--- config.mk ---
export PLATFORM = sky130hd
export DESIGN_NAME = second_order_recurrence_term_mod
export DESIGN_NICKNAME = d
export VERILOG_FILES = /design/src/rtl/sorec_pkg.sv /design/src/rtl/sorec_mulmod.sv /design/src/rtl/sorec_seq.sv /design/src/rtl/second_order_recurrence_term_mod.sv
export VERILOG_INCLUDE_DIRS = /design/src /design/src/rtl
export SDC_FILE = /design/constraint.sdc
export NUM_CORES = 2
export LEC_CHECK = 0
export BUFFER_PORTS_ARGS = -buffer_cell sky130_fd_sc_hd__buf_4
export CELL_PAD_IN_SITES_DETAIL_PLACEMENT = 1
export CELL_PAD_IN_SITES_GLOBAL_PLACEMENT = 2
export CORE_MARGIN = 5
export CORE_UTILIZATION = 35
export DETAILED_ROUTE_END_ITERATION = 12
export PLACE_DENSITY = 0.7
export RECOVER_POWER = 50
export SKIP_LAST_GASP = 1
export SYNTH_ARGS = -nofsm -noshare
export SYNTH_HDL_FRONTEND = slang
export SYNTH_SLANG_ARGS = --single-unit
export TNS_END_PERCENT = 50
--- constraint.sdc ---
create_clock -name clk -period 27.2 [get_ports clk]
set_input_delay 8.16 -clock clk [delete_from_list [all_inputs] [get_ports clk]]
set_output_delay 8.16 -clock clk [all_outputs]
set_load 0.05 [all_outputs]
--- src/rtl/second_order_recurrence_term_mod_macros.svh ---
// Assertion macros shared by the recurrence term block
`ifndef SECOND_ORDER_RECURRENCE_TERM_MOD_MACROS_SVH
`define SECOND_ORDER_RECURRENCE_TERM_MOD_MACROS_SVH

// Same-cycle implication, disabled during reset
`define SOREC_ASSERT_IMPL(lbl, clk, rst, ante, cons, msg) \
  lbl: assert property (@(posedge clk) disable iff (rst) (ante) |-> (cons)) \
    else $error(msg);

// Next-cycle implication, disabled during reset
`define SOREC_ASSERT_NEXT(lbl, clk, rst, ante, cons, msg) \
  lbl: assert property (@(posedge clk) disable iff (rst) (ante) |=> (cons)) \
    else $error(msg);

`endif

--- src/rtl/sorec_pkg.sv ---
// Shared types and constants for the recurrence term block
package sorec_pkg;

  localparam int DEFAULT_WIDTH = 32;
  localparam int CFG_INDEX_W   = 3;

  // Configuration register indexes
  typedef enum logic [CFG_INDEX_W-1:0] {
    REG_COEF_A      = 3'd0,
    REG_COEF_B      = 3'd1,
    REG_FIRST_TERM  = 3'd2,
    REG_SECOND_TERM = 3'd3,
    REG_MODULUS     = 3'd4
  } cfg_reg_t;

  // Sequencer states
  typedef enum logic [3:0] {
    ST_IDLE,
    ST_RED_F,
    ST_RED_S,
    ST_RED_A,
    ST_RED_B,
    ST_STEP,
    ST_MAT,
    ST_FIN0,
    ST_FIN1,
    ST_DONE
  } seq_state_t;

  // Sequencer status towards the top level
  typedef struct packed {
    logic ready;
    logic res_valid;
  } seq_stat_t;

endpackage

--- src/rtl/sorec_mulmod.sv ---
// Shift-and-add modular multiplier: result = (init + x * y) mod modulus
`include "second_order_recurrence_term_mod_macros.svh"

module sorec_mulmod import sorec_pkg::*; #(
  parameter int WIDTH = DEFAULT_WIDTH
) (
  input  logic             clk,
  input  logic             rst,
  input  logic             start,
  input  logic [WIDTH-1:0] x_in,
  input  logic [WIDTH-1:0] y_in,
  input  logic [WIDTH-1:0] init,
  input  logic [WIDTH-1:0] modulus,
  output logic             done,
  output logic [WIDTH-1:0] result
);

  logic             busy;
  logic [WIDTH-1:0] x;
  logic [WIDTH-1:0] y;
  logic [WIDTH-1:0] r;

  // (a + b) mod m for a and b already below m, no carry out needed
  function automatic logic [WIDTH-1:0] add_mod(input logic [WIDTH-1:0] a,
                                               input logic [WIDTH-1:0] b,
                                               input logic [WIDTH-1:0] m);
    logic [WIDTH-1:0] room;
    room = m - b;
    return (a >= room) ? (a - room) : (a + b);
  endfunction

  assign done   = busy && (y == '0);
  assign result = r;

  // Track an operation in flight
  always_ff @(posedge clk) begin
    if (rst) begin
      busy <= 1'b0;
    end else if (start) begin
      busy <= 1'b1;
    end else if (done) begin
      busy <= 1'b0;
    end
  end

  // Load operands, then consume one multiplier bit per cycle
  always_ff @(posedge clk) begin
    if (start) begin
      x <= x_in;
      y <= y_in;
      r <= init;
    end else if (busy && (y != '0)) begin
      if (y[0]) begin
        r <= add_mod(r, x, modulus);
      end
      x <= add_mod(x, x, modulus);
      y <= y >> 1;
    end
  end

  `SOREC_ASSERT_IMPL(a_start_when_idle, clk, rst, start, !busy, "mulmod started while busy")
  `SOREC_ASSERT_NEXT(a_busy_holds, clk, rst, busy && (y != '0), busy, "mulmod dropped busy early")
  `SOREC_ASSERT_NEXT(a_done_ends, clk, rst, done, !busy, "mulmod still busy after done")

endmodule

--- src/rtl/sorec_seq.sv ---
// Sequencer: reductions, square-and-multiply matrix power and final combine
module sorec_seq import sorec_pkg::*; #(
  parameter int WIDTH = DEFAULT_WIDTH
) (
  input  logic             clk,
  input  logic             rst,
  input  logic             start,
  input  logic [WIDTH-1:0] term_index,
  input  logic [WIDTH-1:0] coef_a,
  input  logic [WIDTH-1:0] coef_b,
  input  logic [WIDTH-1:0] first_term,
  input  logic [WIDTH-1:0] second_term,
  input  logic [WIDTH-1:0] modulus,
  input  logic             take,
  output seq_stat_t        stat,
  output logic [WIDTH-1:0] res
);

  localparam logic [WIDTH-1:0] ONE_W   = WIDTH'(1);
  localparam logic [WIDTH-1:0] TWO_W   = WIDTH'(2);
  localparam logic [WIDTH-1:0] THREE_W = WIDTH'(3);
  localparam logic [2:0]       LAST_PROD = 3'd7;

  seq_state_t       state, state_next;
  logic             issued, issued_next;
  logic             sq;
  logic [2:0]       prod;
  logic [WIDTH-1:0] k;
  logic [WIDTH-1:0] e;
  logic [WIDTH-1:0] ft_r, st_r;
  logic [WIDTH-1:0] acc00, acc01, acc10, acc11;
  logic [WIDTH-1:0] base00, base01, base10, base11;
  logic [WIDTH-1:0] part, n00, n01, n10;

  logic             mm_start;
  logic [WIDTH-1:0] mm_x, mm_y, mm_init;
  logic             mm_done;
  logic [WIDTH-1:0] mm_r;
  logic [WIDTH-1:0] one;
  logic [WIDTH-1:0] p00, p01, p10, p11;

  sorec_mulmod #(.WIDTH(WIDTH)) u_mulmod (
    .clk     (clk),
    .rst     (rst),
    .start   (mm_start),
    .x_in    (mm_x),
    .y_in    (mm_y),
    .init    (mm_init),
    .modulus (modulus),
    .done    (mm_done),
    .result  (mm_r)
  );

  // 1 mod m, zero when the modulus is one
  assign one = {{(WIDTH-1){1'b0}}, (modulus[WIDTH-1:1] != '0)};

  // Left operand of a matrix product: base when squaring, else accumulator
  assign p00 = sq ? base00 : acc00;
  assign p01 = sq ? base01 : acc01;
  assign p10 = sq ? base10 : acc10;
  assign p11 = sq ? base11 : acc11;

  // State register
  always_ff @(posedge clk) begin
    if (rst) begin
      state  <= ST_IDLE;
      issued <= 1'b0;
    end else begin
      state  <= state_next;
      issued <= issued_next;
    end
  end

  // Next state, multiplier operands and status
  always_comb begin
    state_next     = state;
    issued_next    = issued;
    mm_start       = 1'b0;
    mm_x           = one;
    mm_y           = '0;
    mm_init        = '0;
    stat.ready     = 1'b0;
    stat.res_valid = 1'b0;

    // Every product state issues each product once, then waits for the unit
    if ((state != ST_IDLE) && (state != ST_STEP) && (state != ST_DONE)) begin
      mm_start    = !issued;
      issued_next = issued ? !mm_done : 1'b1;
    end

    unique case (state)
      ST_IDLE: begin
        stat.ready = 1'b1;
        if (start) begin
          state_next = (modulus == '0) ? ST_DONE : ST_RED_F;
        end
      end
      ST_RED_F: begin
        mm_y = first_term;
        if (mm_done) begin
          state_next = ST_RED_S;
        end
      end
      ST_RED_S: begin
        mm_y = second_term;
        if (mm_done) begin
          state_next = (k < THREE_W) ? ST_DONE : ST_RED_A;
        end
      end
      ST_RED_A: begin
        mm_y = coef_a;
        if (mm_done) begin
          state_next = ST_RED_B;
        end
      end
      ST_RED_B: begin
        mm_y = coef_b;
        if (mm_done) begin
          state_next = ST_STEP;
        end
      end
      ST_STEP: begin
        state_next = (e == '0) ? ST_FIN0 : ST_MAT;
      end
      ST_MAT: begin
        unique case (prod)
          3'd0: begin mm_x = p00; mm_y = base00; end
          3'd1: begin mm_x = p01; mm_y = base10; mm_init = part; end
          3'd2: begin mm_x = p00; mm_y = base01; end
          3'd3: begin mm_x = p01; mm_y = base11; mm_init = part; end
          3'd4: begin mm_x = p10; mm_y = base00; end
          3'd5: begin mm_x = p11; mm_y = base10; mm_init = part; end
          3'd6: begin mm_x = p10; mm_y = base01; end
          3'd7: begin mm_x = p11; mm_y = base11; mm_init = part; end
          default: ;
        endcase
        if (mm_done && (prod == LAST_PROD)) begin
          if (sq) begin
            state_next = ST_STEP;
          end else if (e[WIDTH-1:1] == '0) begin
            state_next = ST_FIN0;
          end
        end
      end
      ST_FIN0: begin
        mm_x = ft_r;
        mm_y = acc01;
        if (mm_done) begin
          state_next = ST_FIN1;
        end
      end
      ST_FIN1: begin
        mm_x    = st_r;
        mm_y    = acc11;
        mm_init = res;
        if (mm_done) begin
          state_next = ST_DONE;
        end
      end
      ST_DONE: begin
        stat.res_valid = 1'b1;
        if (take) begin
          state_next = ST_IDLE;
        end
      end
      default: state_next = ST_IDLE;
    endcase
  end

  // Datapath registers
  always_ff @(posedge clk) begin
    unique case (state)
      ST_IDLE: begin
        if (start) begin
          k      <= term_index;
          e      <= term_index - TWO_W;
          res    <= '0;
          acc00  <= one;
          acc01  <= '0;
          acc10  <= '0;
          acc11  <= one;
          base00 <= '0;
          base10 <= one;
        end
      end
      ST_RED_F: begin
        if (mm_done) begin
          ft_r <= mm_r;
          res  <= mm_r;
        end
      end
      ST_RED_S: begin
        if (mm_done) begin
          st_r <= mm_r;
          if (k != ONE_W) begin
            res <= mm_r;
          end
        end
      end
      ST_RED_A: begin
        if (mm_done) begin
          base11 <= mm_r;
        end
      end
      ST_RED_B: begin
        if (mm_done) begin
          base01 <= mm_r;
        end
      end
      ST_STEP: begin
        // Multiply in the low exponent bit first, else go straight to squaring
        sq   <= !e[0];
        prod <= '0;
      end
      ST_MAT: begin
        if (mm_done) begin
          prod <= prod + 3'd1;
          unique case (prod)
            3'd1: n00 <= mm_r;
            3'd3: n01 <= mm_r;
            3'd5: n10 <= mm_r;
            3'd7: begin
              // Commit the whole product at once
              if (sq) begin
                base00 <= n00;
                base01 <= n01;
                base10 <= n10;
                base11 <= mm_r;
                e      <= e >> 1;
              end else begin
                acc00 <= n00;
                acc01 <= n01;
                acc10 <= n10;
                acc11 <= mm_r;
                sq    <= 1'b1;
              end
            end
            default: part <= mm_r;
          endcase
        end
      end
      ST_FIN0, ST_FIN1: begin
        if (mm_done) begin
          res <= mm_r;
        end
      end
      default: ;
    endcase
  end

endmodule

--- src/rtl/second_order_recurrence_term_mod.sv ---
// Top level: configuration registers, sequencer and result output register
//
// Returns X(k) mod p for X(n+1) = a*X(n) + b*X(n-1), X(1) = first_term,
// X(2) = second_term, by raising the companion matrix [[0,b],[1,a]] to the
// power k-2 with square-and-multiply. One item is in work at a time and
// in_stall is high until its result is in the output register. All
// products run on one shared shift-and-add modular multiplier.
// An item first spends two products reducing the terms; indices 1 and 2
// (and 0) stop there. Otherwise two more reduce the coefficients, then each
// bit of k-2 costs one matrix squaring (eight products, none for the top bit)
// plus one more matrix product when the bit is set, and two products combine
// the result. A zero modulus sends the item straight to the done state with
// a result of 0. Configuration writes are always taken and must only happen
// while no item is in work.
module second_order_recurrence_term_mod import sorec_pkg::*; #(
  parameter int WIDTH = DEFAULT_WIDTH
) (
  input  logic                   clk,
  input  logic                   rst,
  // item input
  input  logic                   in_valid,
  output logic                   in_stall,
  input  logic [WIDTH-1:0]       term_index,
  // result output
  output logic                   out_valid,
  input  logic                   out_stall,
  output logic [WIDTH-1:0]       term_value,
  // configuration writes
  input  logic                   cfg_valid,
  output logic                   cfg_ready,
  input  logic [CFG_INDEX_W-1:0] cfg_index,
  input  logic [WIDTH-1:0]       cfg_data
);

  localparam logic [WIDTH-1:0] ONE_W_INIT = WIDTH'(1);

  logic [WIDTH-1:0] coef_a;
  logic [WIDTH-1:0] coef_b;
  logic [WIDTH-1:0] first_term;
  logic [WIDTH-1:0] second_term;
  logic [WIDTH-1:0] modulus;

  seq_stat_t        stat;
  logic [WIDTH-1:0] res;
  logic             accept;
  logic             take;

  assign cfg_ready = 1'b1;
  assign in_stall  = !stat.ready;
  assign accept    = in_valid && stat.ready;
  // Move the result across when the output register is empty or draining
  assign take      = stat.res_valid && (!out_valid || !out_stall);

  // Configuration registers; unknown indexes are dropped
  always_ff @(posedge clk) begin
    if (rst) begin
      coef_a      <= ONE_W_INIT;
      coef_b      <= ONE_W_INIT;
      first_term  <= ONE_W_INIT;
      second_term <= ONE_W_INIT;
      modulus     <= '1;
    end else if (cfg_valid && cfg_ready) begin
      unique case (cfg_reg_t'(cfg_index))
        REG_COEF_A:      coef_a      <= cfg_data;
        REG_COEF_B:      coef_b      <= cfg_data;
        REG_FIRST_TERM:  first_term  <= cfg_data;
        REG_SECOND_TERM: second_term <= cfg_data;
        REG_MODULUS:     modulus     <= cfg_data;
        default: ;
      endcase
    end
  end

  sorec_seq #(.WIDTH(WIDTH)) u_seq (
    .clk         (clk),
    .rst         (rst),
    .start       (accept),
    .term_index  (term_index),
    .coef_a      (coef_a),
    .coef_b      (coef_b),
    .first_term  (first_term),
    .second_term (second_term),
    .modulus     (modulus),
    .take        (take),
    .stat        (stat),
    .res         (res)
  );

  // Output register: hold while stalled, drop after the transfer
  always_ff @(posedge clk) begin
    if (rst) begin
      out_valid <= 1'b0;
    end else if (take) begin
      out_valid <= 1'b1;
    end else if (!out_stall) begin
      out_valid <= 1'b0;
    end
  end

  always_ff @(posedge clk) begin
    if (take) begin
      term_value <= res;
    end
  end

endmodule
==> impl_metrics.toml <==
[synthesis]
synth_top_area_frac = 0.491
avgSynthCellArea_um2 = 11.2
synth-seq-cells = 843
synth.distinct_cells = 88
syn_area_um2 = 41300
synth_flop_cell = "edfxtp_1"
synthTopCellsByCount = "676 x edfxtp_1, 545 x nand2_1, 324 x a21oi_1"
yosysSeqAreaShare = 0.572
async_reset_ff_frac = 0
yosysWarnings = 0
ys_top_cells_by_area = "edfxtp_1 49%, dfxtp_1 8.1%, nand2_1 5.0%"
syn_inst = 3673
synthMostInstantiatedCell = "edfxtp_1"
yosysTopAreaCell = "edfxtp_1"
synth_nets = 3877
synth_edf_count = 676

[layout]
fill_cells = 12600
nets = 3914
area_growth_pct = 13.0
fin_area_um2 = 46700
final_util = 0.397
drive_above_1_share = 0.104

[setup_path]
critical_path_arrival_ns = 10.84
critPathRequiredTime_ns = 27.49
path_cells = "buf_4 -> o21ai_0 -> a21oi_4 -> buf_4 -> buf_4"
crit_start = "in_valid"
rr_endpoint = "u_seq.u_mulmod.x[0]$_DFFE_PP_"
end_kind = "flop"
start_kind = "input port"
critPathMaxStageDelay_ns = 0.85
critPathSlowestCell = "a21oi_4"
cp_top_family = "buffers and inverters"
worstPathMaxFanout = 52
worst-path-buf-inv = 3
path_class = "in -> reg"
rr_worst_depth = 9
crit_path_frequent_cell = "buf_4"
r2r_start = "u_seq.state[0]$_SDFFE_PP0P_"
rrSetupSlack_ns = 17.92

[sta]
hold_viol = 0
finalCritPeriodShare = 0.388
rsz0062_at_grt = "false"
fin_ws_ns = 16.66
fmax_mhz = 94.8
tns_ns = 0
tightestPinTransition_ns = 6.12
max_slew_margin = -3.08
setup_viol = 0
fin_crit_ns = 10.54
fin_worst_skew_ns = 0.0303
drv_slew = 821

[grt]
grt_pass1_vias = 31000
antenna_found_initial = 4
groute.usage.overall = 0.214
grt_pass1_wl_um = 204000
overflow = 0
grt_max_degree = 100

[placed_design]
dpl_cell_area_um2 = 43800
place_hpwl_um = 94400
io_buffers = 105
globalplace.congestion = 0.841
pre_cts_ws_ns = 15.90

[die]
dieArea_um2 = 125000
core-area_um2 = 118000
rows = 126
die_h_um = 354
initial_core_util = 0.351
ioPinCount = 107
die_w_um = 354

[route]
post_drt_via_cell_ratio = 5.73
drt_wl_total_um = 138000
drt_iter0_markers = 2544
drcViolationCount = 0
num_vias = 30500
ant_nets = 0
wl_per_cell_um = 25.8
drt-pass1-iter-count = 6

[clocking]
clock-sinks = 843
cts-buffers-inserted = 93
cts_buffer_depth = 3
clkTransAtPathRegs_ns = 0.06
ctsHoldBuffers = 0
htree_levels = 3
cts_setup_buffers = 0
root_buffer = "clkbuf_16"
clk_latency_ns = 0.69
cts_tree = "done"
cts_resized = 0

[hold_path]
holdPathStages = 0
min_to = "term_value[1]$_DFFE_PP_"
hold_class = "reg -> reg"
worstHoldStart = "u_seq.res[1]$_SDFFCE_PN0P_"

[power]
power_density_nw_per_um2 = 147
peakVddDrop_mv = 0.102
p_leak_nw = 16.9

[run_status]
violations = "max-capacitance violations, max-slew violations"
outcome = "finished, violations left"

[flow_run]
max-cap-violations = 17
[layout by cell type (no fill, tap or decap), types with 128 or more instances in the layout]
master	instances
o21ai_0	164
dfxtp_1	167
ha_1	128
and3_1	141
edfxtp_1	676
buf_4	144
a21oi_1	322
nand2_1	544
a22oi_1	128
nor2_1	163
[per-layer routing]
layer	GRT usage	wire (µm)	vias to the layer above
met1	0.320	65900	15600
met4	0.0462	2300	2
met3	0.0319	8850	140
li1	-	-	13900
met5	0	13	-
met2	0.329	60600	837
[how the worst max path moves through the flow]
stage,end,slack (ns),cells after the start
finish,u_seq.acc00[21]$_SDFFCE_PN0P_,16.66,5
global route,u_seq.e[29]$_DFFE_PP_,16.45,8
CTS,in_stall,16.61,3
detailed placement,u_seq.acc00[3]$_SDFFCE_PN0P_,15.90,5
global placement,u_seq.acc00[3]$_SDFFCE_PN0P_,15.98,5
floorplan,u_seq.acc00[0]$_DFFE_PP_,12.08,2
[worst reg2reg max path, delay by kind of cell, from the launching register on]
kind	cells	cell delay, ns
simple gates	2	1.36
compound gates	4	1.89
flops	1	0.66
buf+inv	3	5.15
[final cells by class]
type	instances	area, µm²	share of cell area
Tap cell	1536	1920	0.0412
Antenna cell	1	2.50	0.0000536
Clock inverter	49	459	0.00983
Multi-Input combinational cell	2522	16600	0.356
Sequential cell	843	23600	0.506
Inverter	89	334	0.00715
Timing Repair Buffer	161	1140	0.0245
Clock buffer	127	2590	0.0554
[stage by stage]
step                      total power [mW]  hold slack (ns)  instances
after CTS                             6.90            0.451       5327
after global routing                  7.36            0.467       5327
after detailed placement              5.60            0.436       5151
final                                 6.86            0.451       5328
after floorplan                       4.63            0.426       3673
after global placement                5.55            0.441       5151
[power breakdown]
group / switching [mW] / total (mW) / internal [mW] / leakage, nW
Combinational: 2.04 / 3.30 / 1.25 / 7.62
Sequential: 0.338 / 2.30 / 1.96 / 7.78
Clock: 0.551 / 1.27 / 0.720 / 1.49
[kinds of logic after synthesis]
| kind of cell | count (synthesis) | synth area share |
|---|---|---|
| other | 1 | 0.0000908 |
| buffers and inverters | 308 | 0.0293 |
| xor gates and xnor gates | 126 | 0.0267 |
| adders and majority gates | 135 | 0.0414 |
| and+or+nand+nor | 1193 | 0.136 |
| muxes | 96 | 0.0405 |
| AOI/OAI and AO/OA | 971 | 0.153 |
| DFF | 843 | 0.572 |
(Power assumes the default switching activity.)
